[src/hdl/bdll_pkg.sv]
// ----------------------------------------------------------------------------
// bdll_pkg
// Shared types and constants for the bounded doubly linked list engine:
// request and response payloads, action and status codes.
// ----------------------------------------------------------------------------
package bdll_pkg;

  localparam int CAPACITY_DEF    = 32;
  localparam int VALUE_WIDTH_DEF = 32;
  localparam int ITEM_W          = 32;

  typedef enum logic [1:0] {
    ACT_APPEND   = 2'd0,
    ACT_REMOVE   = 2'd1,
    ACT_DUMP_FWD = 2'd2,
    ACT_DUMP_BWD = 2'd3
  } action_t;

  typedef enum logic [1:0] {
    STAT_OK        = 2'd0,
    STAT_NOT_FOUND = 2'd1,
    STAT_FULL      = 2'd2,
    STAT_EMPTY     = 2'd3
  } status_t;

  typedef struct packed {
    action_t                   action;
    logic signed [ITEM_W-1:0]  value;
  } in_req_t;

  typedef struct packed {
    logic signed [ITEM_W-1:0]  item_value;
    status_t                   status;
    logic                      last_of_run;
  } out_rsp_t;

endpackage

[src/hdl/bounded_doubly_linked_list_engine_core.sv]
// ----------------------------------------------------------------------------
// bounded_doubly_linked_list_engine_core
// Ordered list of up to CAPACITY values kept as linked slots in on-chip memory.
// ----------------------------------------------------------------------------
// Each request runs one action: append at the tail, remove the first match
// from the head, or dump the list forward or backward. Slot values and the
// forward and backward links live in three synchronous memories with a
// registered read; head, tail, entry count and the free-slot map are
// flip-flops. One request is worked at a time. Remove and dump time is set
// by the list walk: one memory read per linked slot, the next address
// coming straight from the link just read; any request also waits while
// the result side stalls. A new request is taken while the last result
// still waits in the output register. There is no clearing pass after
// reset: slot memory contents are only used while linked into the list.
// ----------------------------------------------------------------------------
module bounded_doubly_linked_list_engine_core #(
  parameter int CAPACITY    = bdll_pkg::CAPACITY_DEF,
  parameter int VALUE_WIDTH = bdll_pkg::VALUE_WIDTH_DEF
) (
  input  logic               clk,
  input  logic               rst_n,
  input  logic               in_valid,
  output logic               in_ready,
  input  bdll_pkg::in_req_t  in_req,
  output logic               out_valid,
  input  logic               out_ready,
  output bdll_pkg::out_rsp_t out_rsp
);
  import bdll_pkg::*;

  localparam int SW = (CAPACITY > 1) ? $clog2(CAPACITY) : 1;  // slot index
  localparam int CW = $clog2(CAPACITY + 1);                    // entry count

  typedef enum logic [2:0] {
    ST_IDLE = 3'b001,
    ST_WALK = 3'b010,
    ST_RESP = 3'b100
  } state_t;

  // control state
  state_t                  state_r, state_nxt;
  logic [SW-1:0]           head_r, head_nxt;
  logic [SW-1:0]           tail_r, tail_nxt;
  logic [CW-1:0]           cnt_r, cnt_nxt;
  logic [CAPACITY-1:0]     free_r, free_nxt;
  logic [CW-1:0]           rem_r, rem_nxt;
  logic                    out_valid_r;

  // request context
  logic [VALUE_WIDTH-1:0]  key_r, key_nxt;
  logic                    bwd_r, bwd_nxt;
  logic                    dump_r, dump_nxt;
  status_t                 resp_r, resp_nxt;
  logic [SW-1:0]           cur_r;
  out_rsp_t                out_rsp_r;

  // slot memories
  logic [VALUE_WIDTH-1:0]  mem_val  [CAPACITY];
  logic [SW-1:0]           mem_next [CAPACITY];
  logic [SW-1:0]           mem_prev [CAPACITY];
  logic [VALUE_WIDTH-1:0]  rd_val_r;
  logic [SW-1:0]           rd_next_r;
  logic [SW-1:0]           rd_prev_r;

  logic [SW-1:0]           rd_addr;
  logic                    val_we, next_we, prev_we;
  logic [SW-1:0]           val_wa, next_wa, prev_wa;
  logic [VALUE_WIDTH-1:0]  val_wd;
  logic [SW-1:0]           next_wd, prev_wd;

  logic                    out_free;
  logic                    out_load;
  out_rsp_t                out_load_rsp;
  logic [SW-1:0]           alloc;
  logic [VALUE_WIDTH-1:0]  in_val;

  // Sign-extend or truncate the request value to the stored width.
  assign in_val = VALUE_WIDTH'(in_req.value);

  // Lowest free slot; only used when the list is not full.
  always_comb begin
    alloc = '0;
    for (int i = CAPACITY - 1; i >= 0; i--) begin
      if (free_r[i]) begin
        alloc = SW'(i);
      end
    end
  end

  assign out_free = !out_valid_r || out_ready;
  assign in_ready = (state_r == ST_IDLE);

  always_comb begin
    state_nxt    = state_r;
    head_nxt     = head_r;
    tail_nxt     = tail_r;
    cnt_nxt      = cnt_r;
    free_nxt     = free_r;
    rem_nxt      = rem_r;
    key_nxt      = key_r;
    bwd_nxt      = bwd_r;
    dump_nxt     = dump_r;
    resp_nxt     = resp_r;
    rd_addr      = cur_r;      // hold the current slot unless advancing
    val_we       = 1'b0;
    next_we      = 1'b0;
    prev_we      = 1'b0;
    val_wa       = alloc;
    prev_wa      = alloc;
    next_wa      = tail_r;
    val_wd       = in_val;
    next_wd      = alloc;
    prev_wd      = tail_r;
    out_load     = 1'b0;
    out_load_rsp = '0;

    unique case (state_r)
      ST_IDLE: begin
        // Start the walk read at the proper end as the request comes in.
        rd_addr = (in_req.action == ACT_DUMP_BWD) ? tail_r : head_r;
        if (in_valid) begin
          key_nxt  = in_val;
          bwd_nxt  = (in_req.action == ACT_DUMP_BWD);
          dump_nxt = (in_req.action == ACT_DUMP_FWD) || (in_req.action == ACT_DUMP_BWD);
          rem_nxt  = cnt_r;
          unique case (in_req.action)
            ACT_APPEND: begin
              state_nxt = ST_RESP;
              if (cnt_r == CW'(CAPACITY)) begin
                resp_nxt = STAT_FULL;
              end else begin
                // Store the value, link back to the old tail, and forward
                // from the old tail when the list was not empty.
                resp_nxt = STAT_OK;
                val_we   = 1'b1;
                prev_we  = 1'b1;
                prev_wd  = (cnt_r == '0) ? '0 : tail_r;
                next_we  = (cnt_r != '0);
                if (cnt_r == '0) begin
                  head_nxt = alloc;
                end
                tail_nxt = alloc;
                cnt_nxt  = cnt_r + CW'(1);
                free_nxt = free_r & ~(CAPACITY'(1) << alloc);
              end
            end
            ACT_REMOVE: begin
              if (cnt_r == '0) begin
                resp_nxt  = STAT_NOT_FOUND;
                state_nxt = ST_RESP;
              end else begin
                state_nxt = ST_WALK;
              end
            end
            default: begin
              if (cnt_r == '0) begin
                resp_nxt  = STAT_EMPTY;
                state_nxt = ST_RESP;
              end else begin
                state_nxt = ST_WALK;
              end
            end
          endcase
        end
      end

      ST_WALK: begin
        if (dump_r) begin
          // Emit the slot just read; stall on a full output register.
          if (out_free) begin
            out_load                 = 1'b1;
            out_load_rsp.item_value  = ITEM_W'(rd_val_r);
            out_load_rsp.status      = STAT_OK;
            out_load_rsp.last_of_run = (rem_r == CW'(1));
            rd_addr                  = bwd_r ? rd_prev_r : rd_next_r;
            rem_nxt                  = rem_r - CW'(1);
            if (rem_r == CW'(1)) begin
              state_nxt = ST_IDLE;
            end
          end
        end else if (rd_val_r == key_r) begin
          // Unlink the matching slot and give it back to the free map.
          resp_nxt  = STAT_OK;
          state_nxt = ST_RESP;
          if (cur_r == head_r) begin
            head_nxt = rd_next_r;
          end else begin
            next_we = 1'b1;
            next_wa = rd_prev_r;
            next_wd = rd_next_r;
          end
          if (cur_r == tail_r) begin
            tail_nxt = rd_prev_r;
          end else begin
            prev_we = 1'b1;
            prev_wa = rd_next_r;
            prev_wd = rd_prev_r;
          end
          if (cnt_r == CW'(1)) begin
            head_nxt = '0;
            tail_nxt = '0;
          end
          cnt_nxt  = cnt_r - CW'(1);
          free_nxt = free_r | (CAPACITY'(1) << cur_r);
        end else if (rem_r == CW'(1)) begin
          resp_nxt  = STAT_NOT_FOUND;
          state_nxt = ST_RESP;
        end else begin
          rd_addr = rd_next_r;
          rem_nxt = rem_r - CW'(1);
        end
      end

      ST_RESP: begin
        if (out_free) begin
          out_load                 = 1'b1;
          out_load_rsp.item_value  = '0;
          out_load_rsp.status      = resp_r;
          out_load_rsp.last_of_run = 1'b1;
          state_nxt                = ST_IDLE;
        end
      end

      default: begin
        state_nxt = ST_IDLE;
      end
    endcase
  end

  // Slot memories: one write and one registered read each per cycle.
  always_ff @(posedge clk) begin
    if (val_we) begin
      mem_val[val_wa] <= val_wd;
    end
    if (next_we) begin
      mem_next[next_wa] <= next_wd;
    end
    if (prev_we) begin
      mem_prev[prev_wa] <= prev_wd;
    end
    rd_val_r  <= mem_val[rd_addr];
    rd_next_r <= mem_next[rd_addr];
    rd_prev_r <= mem_prev[rd_addr];
    cur_r     <= rd_addr;
  end

  always_ff @(posedge clk) begin
    if (!rst_n) begin
      state_r     <= ST_IDLE;
      head_r      <= '0;
      tail_r      <= '0;
      cnt_r       <= '0;
      free_r      <= '1;
      rem_r       <= '0;
      out_valid_r <= 1'b0;
    end else begin
      state_r <= state_nxt;
      head_r  <= head_nxt;
      tail_r  <= tail_nxt;
      cnt_r   <= cnt_nxt;
      free_r  <= free_nxt;
      rem_r   <= rem_nxt;
      if (out_load) begin
        out_valid_r <= 1'b1;
      end else if (out_ready) begin
        out_valid_r <= 1'b0;
      end
    end
  end

  // Request context and output register need no reset.
  always_ff @(posedge clk) begin
    key_r  <= key_nxt;
    bwd_r  <= bwd_nxt;
    dump_r <= dump_nxt;
    resp_r <= resp_nxt;
    if (out_load) begin
      out_rsp_r <= out_load_rsp;
    end
  end

  assign out_valid = out_valid_r;
  assign out_rsp   = out_rsp_r;

  // Entry count never passes the slot budget.
  a_cnt_bound : assert property (@(posedge clk) disable iff (!rst_n)
    cnt_r <= CW'(CAPACITY))
    else $error("entry count above capacity");

  // Entry count agrees with the number of allocated slots.
  a_cnt_free : assert property (@(posedge clk) disable iff (!rst_n)
    (CAPACITY - $countones(free_r)) == int'(cnt_r))
    else $error("entry count and free map disagree");

  // An empty list parks head and tail at slot zero.
  a_empty_ends : assert property (@(posedge clk) disable iff (!rst_n)
    (cnt_r == '0) |-> (head_r == '0) && (tail_r == '0))
    else $error("empty list with stray head or tail");

  // A taken request always leaves idle.
  a_busy_after_req : assert property (@(posedge clk) disable iff (!rst_n)
    (in_valid && in_ready) |=> (state_r != ST_IDLE))
    else $error("request accepted without starting work");

endmodule

[config.mk]
export PLATFORM = sky130hd
export DESIGN_NAME = bounded_doubly_linked_list_engine_core
export DESIGN_NICKNAME = d
export VERILOG_FILES = /design/src/hdl/bdll_pkg.sv /design/src/hdl/bounded_doubly_linked_list_engine_core.sv
export SDC_FILE = /design/constraint.sdc
export NUM_CORES = 2
export LEC_CHECK = 0
export BUFFER_PORTS_ARGS = -buffer_cell sky130_fd_sc_hd__buf_2
export CAP_MARGIN = 10
export CORE_MARGIN = 2
export CORE_UTILIZATION = 30
export DETAILED_ROUTE_END_ITERATION = 10
export PLACE_DENSITY_LB_ADDON = 0.05
export RECOVER_POWER = 50
export SYNTH_ARGS = -nofsm -noshare
export SYNTH_HDL_FRONTEND = slang
export SYNTH_SLANG_ARGS = --single-unit
[constraint.sdc]
create_clock -name clk -period 10.3 [get_ports clk]
set_clock_uncertainty 0.15 [all_clocks]
set_input_delay 0.515 -clock clk [delete_from_list [all_inputs] [get_ports clk]]
set_output_delay 0.515 -clock clk [all_outputs]
set_load 0.02 [all_outputs]
Yosys cells after proc, flatten, opt, wreduce, memory -nomap -nowiden
Memories as Yosys holds them, arrays and structs flattened. A register that Yosys moved wholly into a read port is not among the register bits.
Cells that the tools add are included.
W data, S select, Z words.
{"block": "totals", "register_bits": 134, "ramBits": 1344, "inputBits": 38, "out_inout_bits": 37, "mem_count": 3}
{"memory": "mem_val", "words": 32, "word_bits": 32, "rd": 1, "rd_clocked_by_memory_dff": 1, "wr": 1, "line_no": "bounded_doubly_linked_list_engine_core.sv:58", "rtl": "logic [VALUE_WIDTH-1:0] mem_val [CAPACITY];"}
{"memory": "mem_next", "words": 32, "word_bits": 5, "rd": 1, "rd_clocked_by_memory_dff": 1, "wr": 1, "line_no": "bounded_doubly_linked_list_engine_core.sv:59", "rtl": "logic [SW-1:0] mem_next [CAPACITY];"}
{"memory": "mem_prev", "words": 32, "word_bits": 5, "rd": 1, "rd_clocked_by_memory_dff": 1, "wr": 1, "line_no": "bounded_doubly_linked_list_engine_core.sv:60", "rtl": "logic [SW-1:0] mem_prev [CAPACITY];"}
{"block": "op_classes", "n_addsub": 3, "n_eq_ne": 28, "shifts": 2, "n_mux": 143, "bitwise": 3, "n_reduce_logical": 15}
{"op": "$mux W5", "n": 72}
{"op": "$mux W32", "n": 5}
{"op": "$mux W35", "n": 2}
{"op": "$pmux W35 S2", "n": 1}
{"op": "$pmux W32 S2", "n": 1}
{"op": "$shl A1 B5 Y32 const A", "n": 2}
{"op": "$mux W6", "n": 10}
{"op": "$pmux W5 S2", "n": 4}
{"op": "$and A32 B32 Y32", "n": 1}
{"op": "$eq A32 B32 Y1", "n": 1}
{"op": "$not A32 Y32", "n": 1}
{"op": "$or A32 B32 Y32", "n": 1}
{"op": "$mux W3", "n": 10}
{"op": "$ne A3 B3 Y1 const B", "n": 8}
{"op": "$pmux W6 S2", "n": 2}
{"op": "$mux W1", "n": 23}
{"op": "$mux W2", "n": 7}
{"op": "$eq A6 B1 Y1 const B", "n": 2}
{"op": "$reduce_and A6 Y1", "n": 2}
{"op": "$sub A6 B1 Y6 const B", "n": 2}
{"op": "$eq A5 B5 Y1", "n": 2}
{"op": "$ne A2 B2 Y1 const B", "n": 5}
{"op": "$reduce_and A5 Y1", "n": 2}
{"op": "$pmux W3 S3", "n": 1}
{"op": "other kinds (20)", "n": 27}

Logic depth before layout (Yosys ltp)
{"block": "depth", "word_depth": 39, "mapped_depth": 16, "ltp_nobuf": 11}

Worst setup path before layout
Ideal clock, no wire load.
{"block": "synth_timing", "path_kind": "register -> register", "from": "register state_r[0]", "to": "register free_r[24]", "setup_ps": 289, "t_arrival_ps": 6637, "t_required_ps": 9861, "path_slack_ps": 3224, "stages_incl_launch_ff": 10, "path_buffers": 2, "period_less_slack_ps": 7076, "path_cell_list": "dfxtp_1 -> or3b_4 -> buf_6 -> inv_2 -> and2_1 -> clkbuf_1 -> nand2_1 -> or2_2 -> nor4_1 -> o21ai_0"}
{"block": "synth_via", "elab_chain_cells": 3, "word_cells_on_any_way": 10, "classes_between": "eq/ne (7); mux (1); reduce/logical (2)"}
{"item": "start, declared", "line_no": "bounded_doubly_linked_list_engine_core.sv:41", "rtl": "state_t state_r, state_nxt;"}
{"item": "start signal, assigned", "line_no": "bounded_doubly_linked_list_engine_core.sv:257", "rtl": "state_r <= state_nxt;"}
{"item": "$eq A3 B1 Y1 *"}
{"item": "net in_ready", "line_no": "bounded_doubly_linked_list_engine_core.sv:23", "rtl": "output logic in_ready,"}
{"item": "$ne A2 B1 Y1 (no source line), or another cell as far along"}
{"item": "$reduce_and A6 Y1 (no source line)"}
{"item": "end signal, assigned", "line_no": "bounded_doubly_linked_list_engine_core.sv:261", "rtl": "free_r <= free_nxt;"}
{"item": "end, declared", "line_no": "bounded_doubly_linked_list_engine_core.sv:45", "rtl": "logic [CAPACITY-1:0] free_r, free_nxt;"}
Mark *: on every way through the listed nets, which the timed path passes. The rest lies on a longest branch.
A chain may end at the register's enable or synchronous reset.

Final worst setup path
{"block": "layout_timing", "from": "register state_r[0]", "to": "memory mem_val[8][8] (netlist name), enable pin"}
{"block": "layout_via", "elab_chain_cells": 4}
{"item": "$eq A3 B1 Y1", "line_no": "bounded_doubly_linked_list_engine_core.sv:117", "rtl": "unique case (state_r)"}
{"item": "$mux W1", "line_no": "bounded_doubly_linked_list_engine_core.sv:117"}
{"item": "$mux W1", "line_no": "bounded_doubly_linked_list_engine_core.sv:232", "rtl": "if (val_we) begin"}
{"item": "$mux W1 (implied by the code)", "line_no": "bounded_doubly_linked_list_engine_core.sv:233", "rtl": "mem_val[val_wa] <= val_wd;"}
{"item": "end, declared", "line_no": "bounded_doubly_linked_list_engine_core.sv:58"}
Every way passes these cells.

==> metrics.cfg <==
[clock_network]
cts_sinks=1520
cts-buffers-inserted=177
clockBufferDepth=3
cts_setup_buffers=0
cts_hold_buf=4
tritoncts=yes
h-tree-depth=4
ctsResizeCount=0
clkLatencyLatePin_ps=820
clkTransAtPathRegs_ps=60
clockRootBuffer=clkbuf_16

[synthesis]
synthTopCellsByArea=edfxtp_1 69%, a211oi_1 4.8%, nand2_1 4.0%
yosys_warnings=0
yosys.cell_types.count=64
synth_ff_type=edfxtp_1
synth_area_sq_um=61300
async_reset_ff_share_pct=0
synth_top_area_cell=edfxtp_1
syn_avg_cell_area_sq_um=13.8
syn_nets=4491
ys_ff_latch=1520
synth-edff-count=1415
syn_inst=4447
ys_seq_area_share_pct=72.7
synth_top_area_share_pct=69.3

[pwr]
pwr-share-clk_pct=25.7
switching_share_pct=42.5
power.switching_mw=10.1
seqPwrFrac_pct=30.9
power.density_nw_per_um2=340
p_comb_share_pct=43.4
power.leakage_nw=23.2
p_int_mw=13.7
total_power_mw=23.9
peakVddDrop_uv=466

[layout]
syn_to_final_growth_pct=14.4
drive_gt1_share_pct=9.38
n_fill_cell=19800
nNetsFinal=4500
layout_commonest_cell=edfxtp_1
mostFrequentLayoutCells=1415 x edfxtp_1, 654 x nand2_1, 392 x a211oi_1
finalInstanceArea_sq_um=70100

[detailed_routing]
met3_length_um=8420
drtAntennaViolNets=0
wirelength_met1_um=101000
drt_first_pass_iters=5
routed_wl_um=213000
drc=0
num_vias=38100
first_iter_violations=2943
top_layer=met5
wire_per_inst_um=29.3
post_drt_via_cell_ratio=5.24
wl_met2_um=100000

[placed_design]
io_buffers=74
post_dp_cell_area_sq_um=64700
gp_congestion=0.785
hpwl_um=110000

[setup_path]
cp_max_fo=40
crit_path_top_delay_cell=clkbuf_1
cp_top_family=buffers and inverters
crit_type=register to register
crit_arrival_ps=8330
required_ps=10580
critPathBufInv=3
slowest_delay_ps=2670
end_kind=register
cp_cell_sequence=or3b_1 > inv_1 > and2_2 > clkbuf_1 > nand3_1 > or3_1 > nor2_4 > buf_4
critPathLaunchType=register

[grt]
antenna_found_initial=19
grt_max_degree=155
grt_pass1_wl_um=302000
grt_pass1_vias=37900
gr-total-overflow=0
grt.total_usage_pct=20.2

[sta]
period_minus_slack_ps=8040
rsz0062_at_grt=no
maxSlewViolCount=447
finalSetupTns_ps=0
whs_ps=256
finalHoldViolCount=0
setup_viol=0
period_share_pct=78.1
worst_slew_pin_slew_ps=4330
fmax_ghz=0.124
slew_headroom_pct=-189

[run_status]
status=finished, violations left
violations=capacitance limit, slew limit

[floorplan]
die_y_um=456
rows=165
die_w_um=456
initial_core_util_pct=30.2
io_pins=75
dieArea_sq_um=208000
core_sq_um=203000

[job]
cap_violations=20

[hold_path]
hp-class=primary input to register

## routing by layer
layer | up-vias | global-route usage (%)
li1 | 17300 | -
met1 | 19800 | 29.0
met2 | 741 | 32.3
met3 | 228 | 3.04
met4 | 16 | 3.95
met5 | - | 0
## state kept, by name, summed over array words and instances, names as in the netlist, 2 cells and up
name       count
cnt_r          6
cur_r          5
free_r        32
head_r         5
key_r         32
mem_next     160
mem_prev     160
mem_val     1024
out_rsp       35
rd_next_r      5
rd_prev_r      5
rd_val_r      32
rem_r          6
resp_r         2
state_r        3
tail_r         5
## synth_stat cells (5+ instances only)
| master | n |
|---|---|
| edfxtp_1 | 1415 |
| nand2_1 | 658 |
| a211oi_1 | 392 |
| and3_1 | 377 |
| a31oi_1 | 225 |
| clkbuf_1 | 194 |
| nor2_1 | 138 |
| buf_2 | 123 |
| o21ai_0 | 112 |
| dfxtp_1 | 105 |
| o22ai_1 | 86 |
| a31o_1 | 82 |
| nor3_1 | 63 |
| a21oi_1 | 58 |
| a22o_1 | 46 |
| and2_1 | 40 |
| nor4_2 | 38 |
| xor2_1 | 38 |
| nor4_1 | 29 |
| inv_1 | 24 |
| o21ai_1 | 24 |
| mux2i_1 | 18 |
| nand2b_1 | 17 |
| nand3_1 | 13 |
| buf_4 | 12 |
| or3_1 | 11 |
| buf_1 | 10 |
| xnor2_1 | 9 |
| ha_1 | 6 |
| inv_2 | 6 |
| or2_2 | 6 |
| nand4_1 | 5 |
| o21a_1 | 5 |
## layout make-up
class                   count  area (sq um)  share of cell area [%]
clock buffers             243          4860                    6.93
well taps                2672          3340                    4.77
repair buffers            171          1100                    1.56
flip-flops and latches   1520         44600                    63.6
diodes                      4          10.0                  0.0143
multi-input cells        2556         15400                    21.9
clock inverters            87           737                    1.05
inverters                  30           128                   0.182
## cell families (layout without fill, tap and decap cells)
logic type               after synthesis  count (layout)  synth area share [%]
other                                  0               4                     0
AND/OR/NAND/NOR                     1415            1415                  11.5
XOR/XNOR                              47              47                 0.671
adder cells (fa/ha/maj)                6               6                 0.122
buffers and inverters                371             531                  2.62
AO/OA/AOI/OAI                       1067            1067                  12.0
flip-flops                          1520            1520                  72.7
multiplexers                          21              21                 0.349
## worst reg2reg max path: cells and delay by family (launching register included)
kind | cells | cell delay [ps]
buffers and inverters | 3 | 3600
AND/OR/NAND/NOR | 5 | 3420
flip-flops | 1 | 470
## through the flow
stage               util [%]  worst slack, ps  std cells
global route            34.6             1830       7281
CTS                     34.7             3020       7279
detailed placement      31.9             3050       6945
global placement        31.9             3080       6945
finish                  34.6             2260       7283
floorplan                  -             3220       4447
## final timing paths
check	start	endpoint	slack, ps	depth (start not counted)
worst min register to register	free_r[20]	free_r[20]	370	2
worst max register to register	state_r[0]	mem_val[8][8]	2260	8
worst min-delay path	out_ready	out_valid	260	4
worst max-delay path	state_r[0]	mem_val[8][8]	2260	8
## power by group through the flow
stage	clock network [mW]	logic (mW)	registers, mW
2_1_floorplan	0	6.94	7.31
3_3_place_gp	0	10.6	7.50
3_5_place_dp	0	10.6	7.49
4_1_cts	6.31	10.6	7.36
5_1_grt	6.52	11.3	7.39
6_report	6.13	10.4	7.38
Power figures use the tool's default switching activity.
